--- src/rtl/core/pfr_pkg.sv ---
// shared types, constants and configuration codes of the polyphase fir resampler
package pfr_pkg;

    localparam int FRAC_BITS_DEF  = 16;
    localparam int COEF_SHIFT_DEF = 15;
    localparam int RING_DEPTH_DEF = 16384;
    localparam int MAX_TAPS_DEF   = 4096;
    localparam int MAX_PHASES_DEF = 16;

    localparam int COEF_DEPTH = 65536;
    localparam int COEF_AW    = 16;
    localparam int CPO_W      = 24;
    localparam int TC_W       = 12;
    localparam int PL_W       = 3;
    localparam int CFG_IDX_W  = 2;
    localparam int SAMPLE_W   = 16;

    localparam logic [CPO_W-1:0] CPO_RESET = 24'd1427000;
    localparam logic [TC_W-1:0]  TC_RESET  = 12'd2729;
    localparam logic [PL_W-1:0]  PL_RESET  = 3'd4;

    localparam logic [CFG_IDX_W-1:0] CFG_CYCLES_PER_OUTPUT = 2'd0;
    localparam logic [CFG_IDX_W-1:0] CFG_TAP_COUNT         = 2'd1;
    localparam logic [CFG_IDX_W-1:0] CFG_PHASE_COUNT_LOG2  = 2'd2;

    localparam logic REQ_PUSH = 1'b0;
    localparam logic REQ_COEF = 1'b1;

    // one output job handed from front to back
    typedef struct packed {
        logic [15:0] ring_base1;
        logic [15:0] ring_base2;
        logic [15:0] coef_base1;
        logic [15:0] coef_base2;
        logic [13:0] taps;
        logic [23:0] weight;
    } job_t;

    typedef struct packed {
        logic valid;
        job_t job;
    } job_slot_t;

    typedef enum logic [3:0] {
        BK_IDLE,
        BK_LOAD,
        BK_RUN,
        BK_DRAIN,
        BK_MULLO,
        BK_MULHI,
        BK_SCALE,
        BK_FIN,
        BK_OUT
    } back_state_t;

endpackage

--- src/rtl/core/pfr_if.sv ---
// stream interfaces for requests and resampled output
interface pfr_req_if;
    logic        valid;
    logic        ready;
    logic        req_type;
    logic signed [15:0] chip_sample;
    logic [15:0] coef_index;
    logic signed [15:0] coef_value;

    modport source (output valid, req_type, chip_sample, coef_index, coef_value, input ready);
    modport sink (input valid, req_type, chip_sample, coef_index, coef_value, output ready);
endinterface


--- src/rtl/core/pfr_front.sv ---
// front end: config registers, ring and coefficient writes, output scheduling
module pfr_front #(
    parameter int FRAC_BITS  = pfr_pkg::FRAC_BITS_DEF,
    parameter int RING_DEPTH = pfr_pkg::RING_DEPTH_DEF,
    parameter int MAX_TAPS   = pfr_pkg::MAX_TAPS_DEF,
    parameter int MAX_PHASES = pfr_pkg::MAX_PHASES_DEF
) (
    input  logic                                clk,
    input  logic                                rst_n,
    pfr_req_if.sink                             req,
    input  logic                                cfg_we,
    input  logic [pfr_pkg::CFG_IDX_W-1:0]       cfg_index,
    input  logic [pfr_pkg::CPO_W-1:0]           cfg_data,
    input  logic                                back_busy,
    input  logic                                job_pop,
    output pfr_pkg::job_slot_t                  slot,
    output logic                                ring_we,
    output logic [$clog2(RING_DEPTH)-1:0]       ring_waddr,
    output logic [pfr_pkg::SAMPLE_W-1:0]        ring_wdata,
    output logic                                coef_we,
    output logic [pfr_pkg::COEF_AW-1:0]         coef_waddr,
    output logic [pfr_pkg::SAMPLE_W-1:0]        coef_wdata
);
    localparam int RW       = $clog2(RING_DEPTH);
    localparam int CLW      = pfr_pkg::CPO_W - FRAC_BITS + 2;
    localparam int PHASE_LG = $clog2(MAX_PHASES);
    localparam int TAP_LIM  = (MAX_TAPS < RING_DEPTH - 1) ? MAX_TAPS : RING_DEPTH - 1;

    logic [pfr_pkg::CPO_W-1:0] cpo_reg;
    logic [pfr_pkg::TC_W-1:0]  tc_reg;
    logic [pfr_pkg::PL_W-1:0]  pl_reg;
    logic [RW-1:0]             wpos_reg, wpos_next;
    logic [FRAC_BITS-1:0]      fp_reg, fp_next;
    logic [CLW-1:0]            cl_reg, cl_next;
    logic                      clr_reg;
    logic [RW-1:0]             clr_cnt_reg;
    pfr_pkg::job_slot_t        slot_reg, slot_next;

    logic                      push_acc, coef_acc, due;
    logic [pfr_pkg::CPO_W:0]   sum1, sum2;
    logic [2:0]                lg;
    logic [6:0]                phase1, phase2, phases;
    logic                      back;
    logic [FRAC_BITS-1:0]      weight;
    logic [16:0]               taps_w;
    logic [13:0]               taps;
    logic [RW-1:0]             base1;

    assign req.ready = !clr_reg && !slot_reg.valid && !back_busy;
    assign push_acc  = req.valid && req.ready && (req.req_type == pfr_pkg::REQ_PUSH);
    assign coef_acc  = req.valid && req.ready && (req.req_type == pfr_pkg::REQ_COEF);
    assign due       = (cl_reg <= CLW'(1));

    // phase accumulator and job fields
    always_comb
    begin
        sum1   = {1'b0, {(pfr_pkg::CPO_W - FRAC_BITS){1'b0}}, fp_reg} + {1'b0, cpo_reg};
        fp_next = fp_reg;
        cl_next = cl_reg;
        wpos_next = wpos_reg;
        if (push_acc)
        begin
            wpos_next = wpos_reg + RW'(1);
            if (due)
            begin
                fp_next = sum1[FRAC_BITS-1:0];
            end
        end
        sum2 = {1'b0, {(pfr_pkg::CPO_W - FRAC_BITS){1'b0}}, sum1[FRAC_BITS-1:0]}
               + {1'b0, cpo_reg};
        if (push_acc)
        begin
            if (due)
            begin
                cl_next = CLW'(sum2 >> FRAC_BITS);
            end
            else
            begin
                cl_next = cl_reg - CLW'(1);
            end
        end

        lg     = (pl_reg > 3'(PHASE_LG)) ? 3'(PHASE_LG) : pl_reg;
        phases = 7'd1 << lg;
        phase1 = 7'(sum1[FRAC_BITS-1:0] >> (FRAC_BITS - int'(lg)));
        weight = sum1[FRAC_BITS-1:0] << lg;
        phase2 = phase1 + 7'd1;
        back   = 1'b0;
        if (phase2 >= phases)
        begin
            phase2 = 7'd0;
            back   = 1'b1;
        end

        taps_w = (tc_reg == '0) ? 17'd1 : 17'(tc_reg);
        if (taps_w > 17'(TAP_LIM))
        begin
            taps_w = 17'(TAP_LIM);
        end
        taps  = taps_w[13:0];
        base1 = wpos_next - RW'(taps);

        slot_next = slot_reg;
        if (job_pop)
        begin
            slot_next.valid = 1'b0;
        end
        if (push_acc && due)
        begin
            slot_next.valid          = 1'b1;
            slot_next.job.ring_base1 = 16'(base1);
            slot_next.job.ring_base2 = 16'(base1 - RW'(back));
            slot_next.job.coef_base1 = 16'(phase1) * 16'(taps);
            slot_next.job.coef_base2 = 16'(phase2) * 16'(taps);
            slot_next.job.taps       = taps;
            slot_next.job.weight     = 24'(weight);
        end
    end

    always_ff @(posedge clk or negedge rst_n)
    begin
        if (!rst_n)
        begin
            cpo_reg     <= pfr_pkg::CPO_RESET;
            tc_reg      <= pfr_pkg::TC_RESET;
            pl_reg      <= pfr_pkg::PL_RESET;
            wpos_reg    <= '0;
            fp_reg      <= '0;
            cl_reg      <= CLW'(pfr_pkg::CPO_RESET >> FRAC_BITS);
            clr_reg     <= 1'b1;
            clr_cnt_reg <= '0;
            slot_reg    <= '0;
        end
        else
        begin
            if (cfg_we)
            begin
                priority case (cfg_index)
                    pfr_pkg::CFG_CYCLES_PER_OUTPUT: cpo_reg <= cfg_data;
                    pfr_pkg::CFG_TAP_COUNT:         tc_reg  <= cfg_data[pfr_pkg::TC_W-1:0];
                    pfr_pkg::CFG_PHASE_COUNT_LOG2:  pl_reg  <= cfg_data[pfr_pkg::PL_W-1:0];
                    default: ;
                endcase
            end
            if (clr_reg)
            begin
                clr_cnt_reg <= clr_cnt_reg + RW'(1);
                if (clr_cnt_reg == RW'(RING_DEPTH - 1))
                begin
                    clr_reg <= 1'b0;
                end
            end
            wpos_reg <= wpos_next;
            fp_reg   <= fp_next;
            cl_reg   <= cl_next;
            slot_reg <= slot_next;
        end
    end

    assign slot       = slot_reg;
    assign ring_we    = clr_reg || push_acc;
    assign ring_waddr = clr_reg ? clr_cnt_reg : wpos_reg;
    assign ring_wdata = clr_reg ? '0 : req.chip_sample;
    assign coef_we    = coef_acc;
    assign coef_waddr = req.coef_index;
    assign coef_wdata = req.coef_value;
endmodule

--- src/flat_wrapper.sv ---
// flat-port wrapper written by rule: the top's interface ports become plain ports
module pfr_front_flat 
#(
    parameter int FRAC_BITS  = pfr_pkg::FRAC_BITS_DEF,
    parameter int RING_DEPTH = pfr_pkg::RING_DEPTH_DEF,
    parameter int MAX_TAPS   = pfr_pkg::MAX_TAPS_DEF,
    parameter int MAX_PHASES = pfr_pkg::MAX_PHASES_DEF
)
  (clk, rst_n, cfg_we, cfg_index, cfg_data, back_busy, job_pop, slot, ring_we, ring_waddr, ring_wdata, coef_we, coef_waddr, coef_wdata, req_valid, req_req_type, req_chip_sample, req_coef_index, req_coef_value, req_ready);
  pfr_req_if req_i ();
  input  logic clk;
  input  logic rst_n;
  input  logic cfg_we;
  input  logic [pfr_pkg::CFG_IDX_W-1:0] cfg_index;
  input  logic [pfr_pkg::CPO_W-1:0] cfg_data;
  input  logic back_busy;
  input  logic job_pop;
  output pfr_pkg::job_slot_t slot;
  output logic ring_we;
  output logic [$clog2(RING_DEPTH)-1:0] ring_waddr;
  output logic [pfr_pkg::SAMPLE_W-1:0] ring_wdata;
  output logic coef_we;
  output logic [pfr_pkg::COEF_AW-1:0] coef_waddr;
  output logic [pfr_pkg::SAMPLE_W-1:0] coef_wdata;
  input wire logic [$bits(req_i.valid)-1:0] req_valid;
  input wire logic [$bits(req_i.req_type)-1:0] req_req_type;
  input wire logic [$bits(req_i.chip_sample)-1:0] req_chip_sample;
  input wire logic [$bits(req_i.coef_index)-1:0] req_coef_index;
  input wire logic [$bits(req_i.coef_value)-1:0] req_coef_value;
  output wire logic [$bits(req_i.ready)-1:0] req_ready;
  assign req_i.valid = req_valid;
  assign req_i.req_type = req_req_type;
  assign req_i.chip_sample = req_chip_sample;
  assign req_i.coef_index = req_coef_index;
  assign req_i.coef_value = req_coef_value;
  assign req_ready = req_i.ready;
  pfr_front #(.FRAC_BITS(FRAC_BITS), .RING_DEPTH(RING_DEPTH), .MAX_TAPS(MAX_TAPS), .MAX_PHASES(MAX_PHASES)) u_core (.clk(clk), .rst_n(rst_n), .req(req_i), .cfg_we(cfg_we), .cfg_index(cfg_index), .cfg_data(cfg_data), .back_busy(back_busy), .job_pop(job_pop), .slot(slot), .ring_we(ring_we), .ring_waddr(ring_waddr), .ring_wdata(ring_wdata), .coef_we(coef_we), .coef_waddr(coef_waddr), .coef_wdata(coef_wdata));
endmodule
--- config.mk ---
export PLATFORM = sky130hd
export DESIGN_NAME = pfr_front_flat
export DESIGN_NICKNAME = d
export VERILOG_FILES = /design/src/rtl/core/pfr_pkg.sv /design/src/rtl/core/pfr_if.sv /design/src/rtl/core/pfr_front.sv /design/src/flat_wrapper.sv
export SDC_FILE = /design/constraint.sdc
export NUM_CORES = 1
export LEC_CHECK = 0
export BUFFER_PORTS_ARGS = -buffer_cell sky130_fd_sc_hd__buf_2
export CORE_MARGIN = 2
export CORE_UTILIZATION = 35
export DETAILED_ROUTE_END_ITERATION = 6
export PLACE_DENSITY = 0.52
export SLEW_MARGIN = 40
export SYNTH_ARGS = -nofsm -noshare
export SYNTH_HDL_FRONTEND = slang
export SYNTH_SLANG_ARGS = --single-unit
--- constraint.sdc ---
create_clock -name clk -period 12.75 [get_ports clk]
set_clock_uncertainty 0.1 [all_clocks]
set_input_delay 1.9125 -clock clk [delete_from_list [all_inputs] [get_ports clk]]
set_output_delay 1.9125 -clock clk [all_outputs]
set_load 0.02 [all_outputs]
Word-level counts from Yosys, hierarchy flattened:

Cells that the tools add are included.

* add/sub/neg operators: 9
* $mul: 2
* magnitude comparators: 4
* equal/unequal tests: 3
* shift operators: 3
* multiplexer cells: 13
* bitwise logic cells: 1
* reduce and logical (&&, ||, !) cells: 17

Operators with widths (count)
* 103-bit 2-to-1 mux: 1
* 14-bit 2-to-1 mux: 3
* 7-bit by 14-bit multiplier with 16-bit output: 2
* 16-bit by 32-bit right shift with 7-bit output: 1
* 14-bit by 1-bit adder with 14-bit output, second input constant: 2
* 16-bit by 24-bit adder with 25-bit output: 1
* 17-bit by 13-bit > comparator with 1-bit output, second input constant: 1
* 16-bit adder: 1
* 16-bit 2-to-1 mux: 1
* 16-bit by 3-bit << shifter with 16-bit output: 1
* 14-bit by 1-bit subtractor with 15-bit output: 1
* 14-bit == test, second input constant: 1
* 14-bit subtractor: 1
* 12-bit logical NOT: 1
* 12-bit 2-to-1 mux: 1
* 10-bit by 1-bit less-or-equal comparator with 1-bit output, second input constant: 1
* 10-bit 2-to-1 mux: 1
* 10-bit by 1-bit subtractor with 10-bit output, second input constant: 1
* 2-bit AND reduction: 4
* 7-bit by 1-bit adder with 7-bit output, second input constant: 1
* 7-bit greater-or-equal comparator: 1
* 7-bit 2-to-1 mux: 1
* 1-bit by 3-bit << shifter with 7-bit output, first input constant: 1
* 1-bit logical AND: 6
* other kinds (11): 16

* bits in registers: 187
* input port bits: 81
* output and inout port bits: 168
* logic and storage cells: 67

Longest topological paths before layout:

* depth in word-level cells: 9
* mapped depth: 51

Worst setup path before layout:

Ideal clock, no wire load.

* kind: reg-to-reg
* from: register u_core.pl_reg[2] in the netlist's numbering
* to: register u_core.slot_reg, in the netlist u_core.slot[53]
* arrival time: 10.361 ns
* required time: 12.521 ns
* slack: 2.160 ns
* cell stages (with the launch flop): 46
* clock period less this slack: 10.590 ns
* cell sequence: dfstp_2 > clkbuf_1 > clkinv_1 > nand2_1 > buf_2 > buf_1 > ha_1 > clkbuf_1 > clkbuf_1 > clkbuf_1 > mux4_2 > nand3_1 > o211ai_1 > nor2_1 > ha_1 > inv_1 > or4_4 > nand2_1 > [10 not listed] > fa_1 > inv_1 > fa_1 > inv_1 > fa_1 > inv_1 > ha_1 > inv_1 > o21bai_1 > a21oi_1 > o2111ai_1 > a31o_2 > a21oi_1 > xnor2_1 > xnor2_1 > xnor2_1 > xor2_1 > o21ai_1

* word-level cells in the longest chain between the ends: 8
* elaborated cells on any way between the ends: 9
* those cells by class: 2 x add/sub; 1 x mul; 2 x order compare; 2 x shift; 2 x mux

RTL lines
* start, declared: line pfr_front.sv:31 `logic [pfr_pkg::PL_W-1:0] pl_reg;`
* start signal, assigned: line pfr_front.sv:126 `pl_reg <= pfr_pkg::PL_RESET;`
* start signal, assigned: line pfr_front.sv:141 `pfr_pkg::CFG_PHASE_COUNT_LOG2: pl_reg <= cfg_data[pfr_pkg::PL_W-1:0];`
* 3-bit > comparator: line pfr_front.sv:83 `lg = (pl_reg > 3'(PHASE_LG)) ? 3'(PHASE_LG) : pl_reg;`
* 3-bit 2-to-1 mux (*): line pfr_front.sv:83
* 5-bit by 3-bit subtractor with 6-bit output: line pfr_front.sv:85 `phase1 = 7'(sum1[FRAC_BITS-1:0] >> (FRAC_BITS - int'(lg)));`
* 16-bit by 32-bit right shift with 7-bit output: line pfr_front.sv:85
* 7-bit by 1-bit adder with 7-bit output: line pfr_front.sv:87 `phase2 = phase1 + 7'd1;`
* 7-bit greater-or-equal comparator: line pfr_front.sv:89 `if (phase2 >= phases)`
* 7-bit 2-to-1 mux (*): line pfr_front.sv:89
* 7-bit by 14-bit multiplier with 16-bit output (*): line pfr_front.sv:114 `slot_next.job.coef_base2 = 16'(phase2) * 16'(taps);`
* end signal, assigned: line pfr_front.sv:156 `slot_reg <= slot_next;`
* end, declared: line pfr_front.sv:37 `pfr_pkg::job_slot_t slot_reg, slot_next;`

Every way passes the cells marked *; elsewhere a longest branch is shown, timed or not.
A chain may end at the register's enable or synchronous reset.

Worst setup path after layout:

* from: register u_core.cpo_reg[0] in the netlist's numbering
* to: register u_core.slot_reg, in the netlist u_core.slot[53]

* word-level cells in the longest chain between the ends: 6

RTL lines
* start, declared: line pfr_front.sv:29 `logic [pfr_pkg::CPO_W-1:0] cpo_reg;`
* start signal, assigned: line pfr_front.sv:124 `cpo_reg <= pfr_pkg::CPO_RESET;`
* start signal, assigned: line pfr_front.sv:139 `pfr_pkg::CFG_CYCLES_PER_OUTPUT: cpo_reg <= cfg_data;`
* 16-bit adder (*): line pfr_front.sv:57 `sum1 = {1'b0, {(pfr_pkg::CPO_W - FRAC_BITS){1'b0}}, fp_reg} + {1'b0, cpo_reg};`
* 16-bit by 32-bit right shift with 7-bit output (*): line pfr_front.sv:85
* 7-bit by 1-bit adder with 7-bit output (*): line pfr_front.sv:87
* 7-bit greater-or-equal comparator: line pfr_front.sv:89
* 7-bit 2-to-1 mux (*): line pfr_front.sv:89
* 7-bit by 14-bit multiplier with 16-bit output (*): line pfr_front.sv:114

Marked as above.

==> qor.yml <==
outcome: "finished, final reports clean"
synth.largest_area_cell: "dfrtp_1"
dr.pass1.iters: 5
synth_ff_type: "dfrtp_1"
min_from: "u_core.slot[24]"
postRouteAntennaNets: 0
worst_pin_slew_ps: 834
initial_core_util_pct: 35.7
fin_crit_sh_pct: 90.9
cts.path.max_buffers: 2
use_met3_pct: 4.07
synth_edf_count: 0
ctsResizeCount: 0
critPathKind: "reg -> reg"
design_area_mm2: 0.0175
hold_viol_final: 0
required_ps: 13000
use_met1_pct: 28.2
layout.nets: 2174
finalWeightedCongestion: 0.883
cp-start-kind: "flip-flop"
finalSetupTns_ps: 0
whs_endpoint: "u_core.slot[24]"
layout-drive-gt1-share_pct: 17.3
drtIter0Drc: 813
yosys_register_bits: 184
cts_tree: "done"
cap_violations: 0
relSlewSlack_pct: 44.0
clk_latency_ps: 490
crit_fanout: 30
postPlaceCellArea_mm2: 0.0170
grt_pass1_wl_um: 72300
cts_max_level: 4
setup_viol: 0
grt_pass1_vias: 12700
synth_top_area_share_pct: 25.7
synth.distinct_cells: 81
busiest_layer: "met2"
crit_arrival_ps: 11840
setup_ws_ps: 1160
syn_avg_cell_area_um2: 8.80
slowest_stage: "xnor2_1"
diodes: 0
wire_per_inst_um: 18.2
hold_buffers: 0
grt_util_met2_pct: 30.8
synth.cell_area_mm2: 0.0158
port_buffers: 172
rows: 77
final_util_pct: 39.5
yosysWarnings: 0
grt_usage_pct: 19.9
fill_cells: 4510
core-area_mm2: 0.0444
synthArstFlopShare_pct: 100
max_stage_delay_ps: 680
synth.most_common_cell: "nand2_1"
dp_hpwl_um: 34600
ys_seq_area_share_pct: 29.2
drt_wl_total_um: 45200
area_growth_pct: 10.7
grt.overflow.total: 0
largest_reg_flops: 90
hold_path_depth: 1
hold_path.class: "reg -> reg"
r2r_start: "u_core.cpo_reg[0]"
netlist_top_cells_area: "dfrtp_1 26%, fa_1 12%, ha_1 9.0%, nand2_1 6.9%, inv_1 3.9%"
vias_per_cell: 5.11
synthTopCellsByCount: "293 x nand2_1, 166 x inv_1, 163 x dfrtp_1"
rsz0062_at_grt: "false"
numCtsBuffers: 17
die_w_um: 217
place_ws_ps: 896
cp_common_cell: "inv_1"
cp-end-kind: "flip-flop"
route.detailed.drc: 0
max_freq_ghz: 0.0863
io_pins: 249
reg2reg_to: "u_core.slot[53]"
reg2reg_depth: 46
fin_crit_ps: 11590
clk_pin_slew_ps: 70
cts_setup_buffers: 0
grt_max_degree: 96
cts_root_buffer: "clkbuf_16"
vias: 12700
die_y_um: 217
synthCells: 1800
finalMaxSlewViolations: 0
cts_sinks: 184
antenna_found_initial: 1
rrSetupSlack_ps: 1160
die_area_mm2: 0.0470
[through the flow]
| stage | hold WS (ps) | cells |
|---|---|---|
| floorplan | 353 | 1811 |
| finish | 372 | 2488 |
| global route | 394 | 2488 |
| CTS | 379 | 2488 |
| detailed placement | 362 | 2456 |
| global placement | 356 | 2456 |
[cell usage in the layout, fill, tap and decap left out, types with 27 or more instances in the layout]
cell type | netlist | layout
nand2_1 | 293 | 292
buf_2 | 6 | 171
inv_1 | 166 | 166
dfrtp_1 | 163 | 163
o21ai_0 | 124 | 124
ha_1 | 114 | 113
fa_1 | 96 | 96
nor2_1 | 88 | 86
a21oi_1 | 72 | 71
xnor2_1 | 71 | 71
mux2_2 | 52 | 52
nor3_1 | 43 | 42
and3_1 | 33 | 33
nand3_1 | 31 | 31
xor2_1 | 27 | 27
[logic make-up after synthesis]
family,count (synthesis),synth area share [%]
DFF,184,29.2
xor gates and xnor gates,99,5.52
AOI/OAI and AO/OA,332,13.3
and+or+nand+nor,601,17.3
adders and majority gates,210,21.1
buffers and inverters,305,8.38
other,1,0.0237
muxes,68,5.10
[worst max path at each step]
stage / endpoint / startpoint / cells past startpoint
after floorplan: u_core.slot[53] / u_core.pl_reg[2] / 45
after global routing: u_core.slot[53] / u_core.fp_reg[0] / 46
after CTS: u_core.slot[53] / u_core.pl_reg[2] / 43
after detailed placement: u_core.slot[53] / u_core.pl_reg[2] / 43
after global placement: u_core.slot[53] / u_core.pl_reg[2] / 42
final: u_core.slot[53] / u_core.cpo_reg[0] / 46
[critical path: cells and delay by family, from the launching register on]
kind            cells  cell delay [ps]
compound gates     16             3410
buf+inv             8              780
xor+xnor            5             1290
fa+ha+maj           9             3640
simple gates        8             1840
flops               1              370
[cell type report]
cell class / count / area, um2 / area share (%)
inverter: 171 / 642 / 3.66
clock buffer: 19 / 443 / 2.52
tap: 592 / 741 / 4.22
sequential: 184 / 4630 / 26.4
timing repair buffer: 187 / 987 / 5.63
clock inverter: 13 / 129 / 0.734
multi-input combinational: 1322 / 9980 / 56.8
[per-layer routing]
metal	vias to the layer above	wire length, um
li1	6140	-
met4	2	845
met1	6156	21800
met5	-	8
met2	361	20100
met3	53	2480
Power is not shown: default switching activity piles up to over one toggle a cycle in this logic, so the estimate is an artifact.
